`config.mk`:
```
export PLATFORM = sky130hd
export DESIGN_NAME = smp_ram
export DESIGN_NICKNAME = d
export VERILOG_FILES = /design/src/smp_pkg.sv /design/src/smp_ram.sv
export SDC_FILE = /design/constraint.sdc
export NUM_CORES = 2
export LEC_CHECK = 0
export BUFFER_PORTS_ARGS = -buffer_cell sky130_fd_sc_hd__buf_4
export CORE_ASPECT_RATIO = 0.75
export CORE_MARGIN = 10
export CORE_UTILIZATION = 35
export CTS_BUF_LIST = sky130_fd_sc_hd__clkbuf_8
export CTS_CLUSTER_SIZE = 25
export DETAILED_ROUTE_END_ITERATION = 8
export SYNTH_ARGS = -nofsm -noshare
export SYNTH_HDL_FRONTEND = slang
export SYNTH_MEMORY_MAX_BITS = 65536
export SYNTH_SLANG_ARGS = --single-unit
```
`constraint.sdc`:
```
create_clock -name i_clk -period 10.51 [get_ports i_clk]
set_input_delay 1.051 -clock i_clk [delete_from_list [all_inputs] [get_ports i_clk]]
set_output_delay 1.051 -clock i_clk [all_outputs]
set_load 0.05 [all_outputs]
```
`src/smp_pkg.sv`:
```
// Shared types, constants and a saturation helper function for the similarity morph point block.
package smp_pkg;

    // Table depth default
    localparam int POINTS_DEFAULT = 64;

    // Field widths
    localparam int IDX_W      = 6;
    localparam int COORD_W    = 18;
    localparam int PROG_W     = 16;
    localparam int CFG_W      = 18;
    localparam int CFG_IDX_W  = 3;
    localparam int IN_DATA_W  = 96;
    localparam int OUT_DATA_W = 40;
    localparam int PAIR_W     = 4 * COORD_W;

    // Configuration register indexes
    typedef enum logic [CFG_IDX_W-1:0] {
        CFG_LOG_SCALE = 3'd0,
        CFG_ROT_ANGLE = 3'd1,
        CFG_SRC_CX    = 3'd2,
        CFG_SRC_CY    = 3'd3,
        CFG_TGT_CX    = 3'd4,
        CFG_TGT_CY    = 3'd5
    } t_cfg_idx;

    // Progress clamp, Q2.14
    localparam logic signed [PROG_W-1:0] P_MIN = -16'sd4096;
    localparam logic signed [PROG_W-1:0] P_MAX = 16'sd20480;

    // Q.28 constants, and log2(e) in Q16
    localparam logic signed [31:0] ONE_Q28     = 32'sd268435456;
    localparam logic signed [32:0] PI_Q28      = 33'sd843314857;
    localparam logic signed [32:0] TWO_PI_Q28  = 33'sd1686629713;
    localparam logic signed [32:0] HALF_PI_Q28 = 33'sd421657428;
    localparam logic [27:0]        LN2_Q28     = 28'd186065279;
    localparam logic signed [17:0] LOG2E_Q16   = 18'sd94548;

    // Horner chains: divisors n*(n-1) for sin/cos, n for exp
    localparam int CELL_LAT  = 3;
    localparam int SIN_CELLS = 5;
    localparam int COS_CELLS = 6;
    localparam int EXP_CELLS = 7;
    localparam int SIN_DIV [SIN_CELLS] = '{110, 72, 42, 20, 6};
    localparam int COS_DIV [COS_CELLS] = '{132, 90, 56, 30, 12, 2};
    localparam int EXP_DIV [EXP_CELLS] = '{7, 6, 5, 4, 3, 2, 1};

    // Data that rides alongside the Horner chains
    typedef struct packed {
        logic signed [19:0] rx;
        logic signed [19:0] ry;
        logic signed [19:0] cx;
        logic signed [19:0] cy;
        logic signed [31:0] a;
        logic               neg_cos;
        logic signed [5:0]  k;
    } t_side;

    // Saturate to the 18-bit coordinate range
    function automatic logic signed [COORD_W-1:0] sat18(input logic signed [63:0] v);
        logic signed [COORD_W-1:0] res;
        if (v > 64'sd131071) begin
            res = 18'sd131071;
        end else if (v < -64'sd131072) begin
            res = -18'sd131072;
        end else begin
            res = v[COORD_W-1:0];
        end
        return res;
    endfunction

endpackage

```
`src/smp_ram.sv`:
```
// Generic simple dual-port RAM with registered read.
module smp_ram #(
    parameter int WIDTH = smp_pkg::PAIR_W,
    parameter int DEPTH = smp_pkg::POINTS_DEFAULT
) (
    input  logic                             i_clk,
    input  logic                             i_we,
    input  logic [$clog2(DEPTH)-1:0]         i_waddr,
    input  logic [WIDTH-1:0]                 i_wdata,
    input  logic                             i_re,
    input  logic [$clog2(DEPTH)-1:0]         i_raddr,
    output logic [WIDTH-1:0]                 o_rdata
);

    logic [WIDTH-1:0] r_mem [DEPTH];
    logic [WIDTH-1:0] r_rdata;

    // write port
    always_ff @(posedge i_clk) begin
        if (i_we) begin
            r_mem[i_waddr] <= i_wdata;
        end
    end

    // registered read, holds while not enabled
    always_ff @(posedge i_clk) begin
        if (i_re) begin
            r_rdata <= r_mem[i_raddr];
        end
    end

    assign o_rdata = r_rdata;

endmodule

```
==> results.toml <==
[cts]
cts_resized = 0
clk_latency_ns = 1.12
post_cts_buffers = 0
numCtsBuffers = 665
root_buffer = "clkbuf_8"
cts_tree = "built"
postCtsHoldBufs = 0
cts.sinks = 4680
clkTransAtPathRegs_ns = 0.07
cts_max_level = 6
clock_path_buffers = 4

[place]
portBuffers = 158
post-dp-hpwl_um = 289200
dp_cells = 13980
dp_slack_ns = 5.447
placement.cell_area_um2 = 186100
gp_congestion = 0.7612

[die]
dieWidth_um = 838.7
core_um2 = 500800
start_util = 0.3513
dieArea_um2 = 531700
pin_count = 159
fp-row-count = 225
die_y_um = 634.0

[global_route]
track_usage = 0.2018
grt_pass1_wl_um = 745400
grt_max_degree = 128
grt_overflow = 0
antenna_found_initial = 57
grt_pass1_vias = 87080

[job]
cap_violations = 0

[worst_setup_path]
crit_arrival_ns = 4.78
critical_path_class = "in2reg"
crit_path_end = "o_rdata[22]$_DFFE_PP_"
worstSetupStartpointType = "input pin"
r2r_slack_ns = 8.54
critical_path_required_ns = 11.36
path_max_fanout = 53
crit_path_start = "i_raddr[2]"
worst_r2r_endpoint = "o_rdata[39]$_DFFE_PP_"
end_kind = "flop"
rr_startpoint = "r_mem[11][39]$_DFFE_PP_"
r2r_cells = 4

[power_and_ir_drop]
vdd_ir_drop_max_mv = 0.09470
power.density_nw_per_um2 = 181.2
pwr-share-comb = 0.052
power_frac_seq = 0.580
p_switching_uw = 8279
swShare = 0.2309
p_int_uw = 27570
p_leak_uw = 0.06092
p_clk_frac = 0.368

[sta]
slew_viol_final = 0
clock_skew_ns = 0.05598
max_freq_ghz = 0.2540
finalCritPeriodShare = 0.3746
hold_viol_final = 0
relSlewSlack = 0.1171
setup_tns_ns = 0
period_minus_slack_ns = 3.937
setup_slack_ns = 6.573
rsz0062_at_grt = "false"
setup_viol_count_final = 0
worst_slew_pin_slew_ns = 1.322

[status]
status = "finished, final reports clean"

[route]
via_per_inst = 5.894
drc = 0
wl_per_cell_um = 36.56
final_antenna_net_count = 0
topRoutingLayerUsed = "met5"
num_vias = 89300
dr_wl_met3_um = 65850
routed_wl_um = 553900
m1WireLength_um = 223700
dr.pass1.iters = 6
met2_length_um = 247800
drt_iter0_drc = 14440

[final_layout]
multiInputGateArea_um2 = 33950
synthToLayoutAreaGrowth_pct = 12.44
instances_no_fill = 15150
drive_gt1_frac = 0.2856
fillers = 43670
fin_nets = 8039
seq_area_um2 = 140500
stdcell_area_um2 = 197800
fin_util = 0.3950

[synthesis]
synth_common_cells = "edfxtp_1 (4680), mux4_2 (1152), a22oi_1 (288)"
ys_types = 26
yosys-top-cells-area = "edfxtp_1 (80%), mux4_2 (15%), a22oi_1 (1.2%)"
ys_async_sr_fraction = 0
ys_ff_latch = 4680
yosysMostFrequentCell = "edfxtp_1"
yosys_warnings = 0
ys.flop_type = "edfxtp_1"
syn_area_um2 = 175900
synth-seq-area-share = 0.7988
synth_enable_flop_cells = 4680
syn_nets = 7392
syn_area_per_cell_um2 = 24.08
syn_inst = 7305
yosysTopAreaCell = "edfxtp_1"
yosys.area.top_type_share = 0.7988

[min_path]
hold_path_class = "in2reg"
==> cell type report <==
type                    instances  area share
well taps                    6696     0.04235
diodes                         23   0.0002910
clock buffers                 683     0.04752
flip-flops and latches       4680      0.7104
repair buffers                398     0.01650
multi-input cells            2207      0.1716
clock inverters               463     0.01128
==> through the flow <==
| stage | hold slack, ns | total power (uW) |
|---|---|---|
| CTS | 0.3450 | 36050 |
| global placement | 0.8875 | 23040 |
| finish | 0.4139 | 35850 |
| floorplan | 0.8558 | 22190 |
| global route | 0.4115 | 36960 |
| detailed placement | 0.9045 | 23090 |
==> worst max-delay path: stages <==
cell,delay [ns]
buf_8,0.44
buf_4,0.65
buf_4,0.51
buf_4,0.78
mux4_2,0.42
o22ai_1,0.23
a211oi_1,0.13
o211a_1,0.32
==> worst min-delay path by stage <==
stage / startpoint / to / slack [ns] / cells past startpoint
after floorplan: r_mem[46][4]$_DFFE_PP_ / o_rdata[4]$_DFFE_PP_ / 0.86 / 4
after global placement: r_mem[22][71]$_DFFE_PP_ / o_rdata[71]$_DFFE_PP_ / 0.89 / 4
after detailed placement: r_mem[14][51]$_DFFE_PP_ / o_rdata[51]$_DFFE_PP_ / 0.90 / 4
after CTS: i_wdata[37] / r_mem[43][37]$_DFFE_PP_ / 0.34 / 1
after global routing: i_wdata[49] / r_mem[22][49]$_DFFE_PP_ / 0.41 / 1
final: i_wdata[37] / r_mem[40][37]$_DFFE_PP_ / 0.41 / 1
==> power by group through the flow <==
stage,combinational [uW],clock [uW],sequential (uW)
2_1_floorplan,950,0,21200
4_1_cts,1880,13400,20800
3_5_place_dp,1870,0,21200
3_3_place_gp,1840,0,21200
5_1_grt,1970,14200,20800
6_report,1870,13200,20800
==> flip-flops by register name (all words and copies together), names as in the netlist <==
register,count
r_mem,4608
o_rdata,72
==> layer usage <==
metal,global-route usage,up-vias
li1,-,33180
met1,0.2919,49010
met2,0.3008,6097
met3,0.05297,963
met4,0.05862,40
met5,0,-
==> kinds of logic after synthesis <==
family | after synthesis | synth area share
buffers and inverters | 418 | 0.01155
AOI/OAI and AO/OA | 630 | 0.02727
and+or+nand+nor | 317 | 0.008783
DFF | 4680 | 0.7988
muxes | 1260 | 0.1536
==> layout by cell type (no fill, tap or decap), types with 2 or more instances in the layout <==
| cell | n |
|---|---|
| or3b_2 | 4 |
| nand4_1 | 2 |
| nand2b_1 | 5 |
| diode_2 | 23 |
| mux2i_1 | 108 |
| clkinv_2 | 40 |
| buf_4 | 375 |
| a22oi_1 | 288 |
| o22ai_1 | 144 |
| nand3b_1 | 26 |
| nand2b_2 | 2 |
| nor2_1 | 56 |
| nor3_2 | 2 |
| and2_4 | 2 |
| clkbuf_8 | 683 |
| buf_8 | 2 |
| nand3_1 | 127 |
| inv_6 | 15 |
| inv_1 | 222 |
| nor2b_4 | 5 |
| nand2b_4 | 2 |
| nand2_1 | 6 |
| bufinv_16 | 8 |
| o211a_1 | 72 |
| o221ai_1 | 54 |
| nor2_4 | 64 |
| mux4_2 | 1152 |
| inv_8 | 9 |
| or3_1 | 3 |
| clkinv_1 | 152 |
| a211oi_1 | 72 |
| clkinv_8 | 2 |
| clkinvlp_4 | 13 |
| buf_12 | 19 |
| edfxtp_1 | 4680 |
| nor2b_1 | 4 |
Note: power is estimated with default switching activity, not from simulation.
