### src/smp_pkg.sv
// Shared types, constants and a saturation helper function for the similarity morph point block.
package smp_pkg;

    // Table depth default
    localparam int POINTS_DEFAULT = 64;

    // Field widths
    localparam int IDX_W      = 6;
    localparam int COORD_W    = 18;
    localparam int PROG_W     = 16;
    localparam int CFG_W      = 18;
    localparam int CFG_IDX_W  = 3;
    localparam int IN_DATA_W  = 96;
    localparam int OUT_DATA_W = 40;
    localparam int PAIR_W     = 4 * COORD_W;

    // Configuration register indexes
    typedef enum logic [CFG_IDX_W-1:0] {
        CFG_LOG_SCALE = 3'd0,
        CFG_ROT_ANGLE = 3'd1,
        CFG_SRC_CX    = 3'd2,
        CFG_SRC_CY    = 3'd3,
        CFG_TGT_CX    = 3'd4,
        CFG_TGT_CY    = 3'd5
    } t_cfg_idx;

    // Progress clamp, Q2.14
    localparam logic signed [PROG_W-1:0] P_MIN = -16'sd4096;
    localparam logic signed [PROG_W-1:0] P_MAX = 16'sd20480;

    // Q.28 constants, and log2(e) in Q16
    localparam logic signed [31:0] ONE_Q28     = 32'sd268435456;
    localparam logic signed [32:0] PI_Q28      = 33'sd843314857;
    localparam logic signed [32:0] TWO_PI_Q28  = 33'sd1686629713;
    localparam logic signed [32:0] HALF_PI_Q28 = 33'sd421657428;
    localparam logic [27:0]        LN2_Q28     = 28'd186065279;
    localparam logic signed [17:0] LOG2E_Q16   = 18'sd94548;

    // Horner chains: divisors n*(n-1) for sin/cos, n for exp
    localparam int CELL_LAT  = 3;
    localparam int SIN_CELLS = 5;
    localparam int COS_CELLS = 6;
    localparam int EXP_CELLS = 7;
    localparam int SIN_DIV [SIN_CELLS] = '{110, 72, 42, 20, 6};
    localparam int COS_DIV [COS_CELLS] = '{132, 90, 56, 30, 12, 2};
    localparam int EXP_DIV [EXP_CELLS] = '{7, 6, 5, 4, 3, 2, 1};

    // Data that rides alongside the Horner chains
    typedef struct packed {
        logic signed [19:0] rx;
        logic signed [19:0] ry;
        logic signed [19:0] cx;
        logic signed [19:0] cy;
        logic signed [31:0] a;
        logic               neg_cos;
        logic signed [5:0]  k;
    } t_side;

    // Saturate to the 18-bit coordinate range
    function automatic logic signed [COORD_W-1:0] sat18(input logic signed [63:0] v);
        logic signed [COORD_W-1:0] res;
        if (v > 64'sd131071) begin
            res = 18'sd131071;
        end else if (v < -64'sd131072) begin
            res = -18'sd131072;
        end else begin
            res = v[COORD_W-1:0];
        end
        return res;
    endfunction

endpackage

### src/smp_horner_cell.sv
// One Horner step cell: acc' = 1 -/+ (acc*x >> 28) / DIVISOR, three register stages.
module smp_horner_cell #(
    parameter int DIVISOR  = smp_pkg::SIN_DIV[0],
    parameter bit EXP_MODE = 1'b0
) (
    input  logic               i_clk,
    input  logic               i_en,
    input  logic signed [31:0] i_acc,
    input  logic signed [31:0] i_x,
    output logic signed [31:0] o_acc,
    output logic signed [31:0] o_x
);

    // floor(2^32 / DIVISOR); quotient estimate is exact or one low
    localparam logic [32:0] RECIP = 33'((65'd1 << 32) / DIVISOR);
    localparam logic [39:0] DIV_C = 40'(DIVISOR);

    logic signed [63:0] r_prod;
    logic signed [31:0] r_xa, r_xb, r_xc;
    logic [64:0]        r_mq;
    logic [31:0]        r_mag;
    logic               r_neg;
    logic signed [31:0] r_acc;

    logic signed [35:0] w_q;
    logic               w_neg;
    logic [31:0]        w_mag;
    logic [31:0]        w_q0;
    logic [39:0]        w_rem;
    logic [31:0]        w_q1;
    logic signed [31:0] w_quo;

    // stage B: scale back to Q.28 and take the magnitude
    always_comb begin
        if (EXP_MODE) begin
            w_q = 36'(r_prod >>> 28);
        end else begin
            w_q = 36'((r_prod + 64'sd134217728) >>> 28);
        end
        w_neg = w_q[35];
        w_mag = w_neg ? 32'(-w_q) : 32'(w_q);
    end

    // stage C: fix the reciprocal estimate, truncate toward zero
    always_comb begin
        w_q0  = r_mq[63:32];
        w_rem = 40'(r_mag) - 40'(w_q0) * DIV_C;
        w_q1  = (w_rem >= DIV_C) ? w_q0 + 32'd1 : w_q0;
        w_quo = r_neg ? -$signed(w_q1) : $signed(w_q1);
    end

    always_ff @(posedge i_clk) begin
        if (i_en) begin
            r_prod <= i_acc * i_x;
            r_xa   <= i_x;
            r_mq   <= 65'(w_mag) * 65'(RECIP);
            r_mag  <= w_mag;
            r_neg  <= w_neg;
            r_xb   <= r_xa;
            r_acc  <= EXP_MODE ? smp_pkg::ONE_Q28 + w_quo : smp_pkg::ONE_Q28 - w_quo;
            r_xc   <= r_xb;
        end
    end

    assign o_acc = r_acc;
    assign o_x   = r_xc;

endmodule

### config.mk
export PLATFORM = sky130hd
export DESIGN_NAME = smp_horner_cell
export DESIGN_NICKNAME = d
export VERILOG_FILES = /design/src/smp_pkg.sv /design/src/smp_horner_cell.sv
export SDC_FILE = /design/constraint.sdc
export NUM_CORES = 2
export LEC_CHECK = 0
export ABC_AREA = 1
export BUFFER_PORTS_ARGS = -buffer_cell sky130_fd_sc_hd__buf_2
export CAP_MARGIN = 40
export CELL_PAD_IN_SITES_DETAIL_PLACEMENT = 0
export CELL_PAD_IN_SITES_GLOBAL_PLACEMENT = 1
export CORE_MARGIN = 2
export CORE_UTILIZATION = 50
export DETAILED_ROUTE_END_ITERATION = 8
export PLACE_DENSITY_LB_ADDON = 0.1
export REMOVE_ABC_BUFFERS = 1
export SLEW_MARGIN = 20
export SYNTH_ARGS = -nofsm -noshare
export SYNTH_HDL_FRONTEND = slang
export SYNTH_SLANG_ARGS = --single-unit
### constraint.sdc
create_clock -name i_clk -period 23.6 [get_ports i_clk]
set_input_delay 7.08 -clock i_clk [delete_from_list [all_inputs] [get_ports i_clk]]
set_output_delay 7.08 -clock i_clk [all_outputs]
set_load 0.02 [all_outputs]
==> flow_metrics.py <==
metrics = {
    "drt": {
        "met2RoutedLength_mm": 85.4,
        "drc_errors": 0,
        "postRouteAntennaNets": 0,
        "router_iterations_before_antenna_repair": 6,
        "met3WireLength_mm": 11.3,
        "wl_per_cell_um": 19.1,
        "avgViaCountPerCell": 5.11,
        "num_vias": 48094,
        "highest_layer": "met4",
        "initialDrtViolationCount": 2798,
        "wl_met1_mm": 78.5,
        "drt-total-wl_mm": 180,
    },
    "cts": {
        "insertion_delay_ns": 0.67,
        "clock-root-buffer": "sky130_fd_sc_hd__clkbuf_16",
        "cts.repair_timing.setup_buffer_count": 0,
        "cts_inserted_buffers": 30,
        "tritoncts": "yes",
        "tritoncts_num_sinks": 223,
        "cts.reportedPaths.clkPinSlew_ns": 0.06,
        "post_cts_resize_count": 0,
        "cts_hold_buf": 0,
        "cts.htree.levels": 1,
        "max-clock-path-buffers": 3,
    },
    "floorplanning": {
        "placeableCoreArea_sq_um": 129000,
        "design.die.area_sq_um": 133000,
        "num_io_pins": 130,
        "placement_rows": 132,
        "floorplan.initialDensity_pct": 50.4,
        "chipHeight_um": 365,
        "die_width_um": 365,
    },
    "timing": {
        "tightest_slew_ns": 0.943,
        "timing_max_transition_violations_final": 0,
        "timing_hold_violations_final": 0,
        "hold_ws_ns": 0.405,
        "final.setup.tns_ns": 0,
        "final_critical_path_time_including_i_o_delays_and_setup_ns": 14.94,
        "relative_slew_margins_pct": 36.5,
        "fin_worst_skew_ns": 0.0274,
        "setup_violating_endpoint_count_in_the_final_report": 0,
        "layout_worst_path_cycle_share_pct": 63.3,
        "post-route-worst-setup-slack_ns": 8.66,
        "fmaxAchievable_mhz": 66.9,
        "unrepaired_setup_endpoints_after_global_routing": "no",
    },
    "synthesis": {
        "syn-instance-count": 7617,
        "primary_flip_flop_cell_chosen_by_synthesis_mapping": "sky130_fd_sc_hd__edfxtp_1",
        "ys_seq_elements": 223,
        "yosys.cell_types.count": 62,
        "synth_enable_flop_cells": 223,
        "synth_seq_area_share_pct": 10.3,
        "synth_warnings": 0,
        "synth.cell_area_sq_um": 65200,
        "synth_async_sr_flop_share_pct": 0,
        "synth.avg_cell_area_sq_um": 8.57,
    },
    "grt": {
        "grt_start_max_net_pins": 77,
        "grt_first_pass_wirelength_mm": 287,
        "grt_overflow": 0,
        "grt_pass1_vias": 51670,
        "global_route.usage.total_pct": 28.0,
        "grt_antenna_before_repair": 3,
    },
    "flow_run": {
        "max_cap_violations": 0,
    },
    "worst_setup_path": {
        "critPathCaptureType": "flop",
        "critPathMaxStageDelay_ns": 0.74,
        "crit_type": "in2reg",
        "arrival_ns": 15.36,
        "slowest_stage": "sky130_fd_sc_hd__o31ai_1",
        "worst-path-max-fanout": 32,
        "start_kind": "primary input",
        "required_time_at_the_worst_slack_endpoint_ns": 24.02,
    },
    "outcome": {
        "status": "finished, final reports clean",
    },
    "finish": {
        "layout_common_cells": "sky130_fd_sc_hd__inv_1 (2,170), sky130_fd_sc_hd__nand2_1 (1,701), sky130_fd_sc_hd__fa_1 (1,395), sky130_fd_sc_hd__ha_1 (601), sky130_fd_sc_hd__nor2_1 (261)",
        "fraction_of_layout_instances_using_a_drive_strength_above_1_pct": 5.64,
        "antennaDiodeCount": 0,
        "postLayoutCellArea_sq_um": 69200,
        "area_delta_synth_final_pct": 6.07,
        "num-nets-final": 9715,
        "layout_commonest_cell": "sky130_fd_sc_hd__inv_1",
    },
    "placement": {
        "post-place-ws_ns": 8.09,
        "estimated_wirelength_of_the_detail_placed_design_mm": 147,
        "placed_cell_area_sq_um": 67900,
        "place.gp.congestion": 0.906,
        "port_buffers": 129,
    },
    "hold_path": {
        "timing.hold.worst.class": "reg2reg",
    },
}
per-layer routing:
layer,GRT usage (%),vias up
met2,46.9,1280
met1,37.9,24275
li1,-,22357
met5,0,-
met3,4.79,182
met4,7.10,0
kinds of logic after synthesis:
group                    Yosys count  share of synthesized area, %
AND/OR/NAND/NOR                 2402                          15.5
adder cells (fa/ha/maj)         1996                          54.3
XOR/XNOR                         185                          2.51
buffers and inverters           2399                          13.8
flip-flops                       223                          10.3
AO/OA/AOI/OAI                    412                          3.60
sequential cells by signal, indices dropped and copies added (netlist names):
signal / flops
r_xa: 32
r_mag: 31
r_xb: 32
r_neg: 1
r_prod: 37
r_mq: 26
o_x: 32
o_acc: 32
worst max-delay path, delay by kind of cell:
kind / cells / cell delay, ns
compound gates: 5 / 1.72
fa+ha+maj: 9 / 4.41
simple gates: 8 / 1.00
buf+inv: 9 / 1.10
final timing paths:
path,depth (start not counted),endpoint,slack (ns),startpoint
setup / recovery,31,r_prod[59],8.66,i_acc[13]
hold / removal,0,r_xb[1],0.41,r_xa[1]
hold reg to reg,0,r_xb[1],0.41,r_xa[1]
setup reg to reg,50,o_acc[26],13.32,r_mq[37]
synthesized netlist by cell type, types with 16 or more instances:
cell type                     n  area (sq um)
sky130_fd_sc_hd__inv_1     2170          8150
sky130_fd_sc_hd__nand2_1   1701          6380
sky130_fd_sc_hd__fa_1      1395         27900
sky130_fd_sc_hd__ha_1       601          7520
sky130_fd_sc_hd__nor2_1     261           980
sky130_fd_sc_hd__edfxtp_1   223          6700
sky130_fd_sc_hd__clkbuf_1   190           713
sky130_fd_sc_hd__a21oi_1    188           941
sky130_fd_sc_hd__nand3_1    172           861
sky130_fd_sc_hd__xor2_1     127          1110
sky130_fd_sc_hd__o21ai_0     95           475
sky130_fd_sc_hd__nand4_1     56           350
sky130_fd_sc_hd__xnor2_1     56           490
sky130_fd_sc_hd__nand2_2     46           288
sky130_fd_sc_hd__a31oi_1     39           244
sky130_fd_sc_hd__nor3_1      39           195
sky130_fd_sc_hd__or2_2       35           219
sky130_fd_sc_hd__inv_2       26          97.6
sky130_fd_sc_hd__nor2_2      16           100
per-stage QoR:
| stage | cells | utilization (%) |
|---|---|---|
| 5_1_grt | 9419 | 53.5 |
| 4_1_cts | 9413 | 53.3 |
| 3_3_place_gp | 9351 | 52.4 |
| 6_report | 9419 | 53.5 |
| 3_5_place_dp | 9357 | 52.5 |
| 2_1_floorplan | 7414 | - |
cell type report:
class / count / area (sq um)
Inverter: 2196 / 8240
Sequential cell: 223 / 6700
Tap cell: 1742 / 2180
Timing Repair Buffer: 207 / 1400
Multi-Input combinational cell: 4995 / 49500
Clock buffer: 32 / 758
Clock inverter: 24 / 385
Fill cell: 12457 / 60300
Power is not shown: default switching activity piles up to over one toggle a cycle in this logic, so the estimate is an artifact.
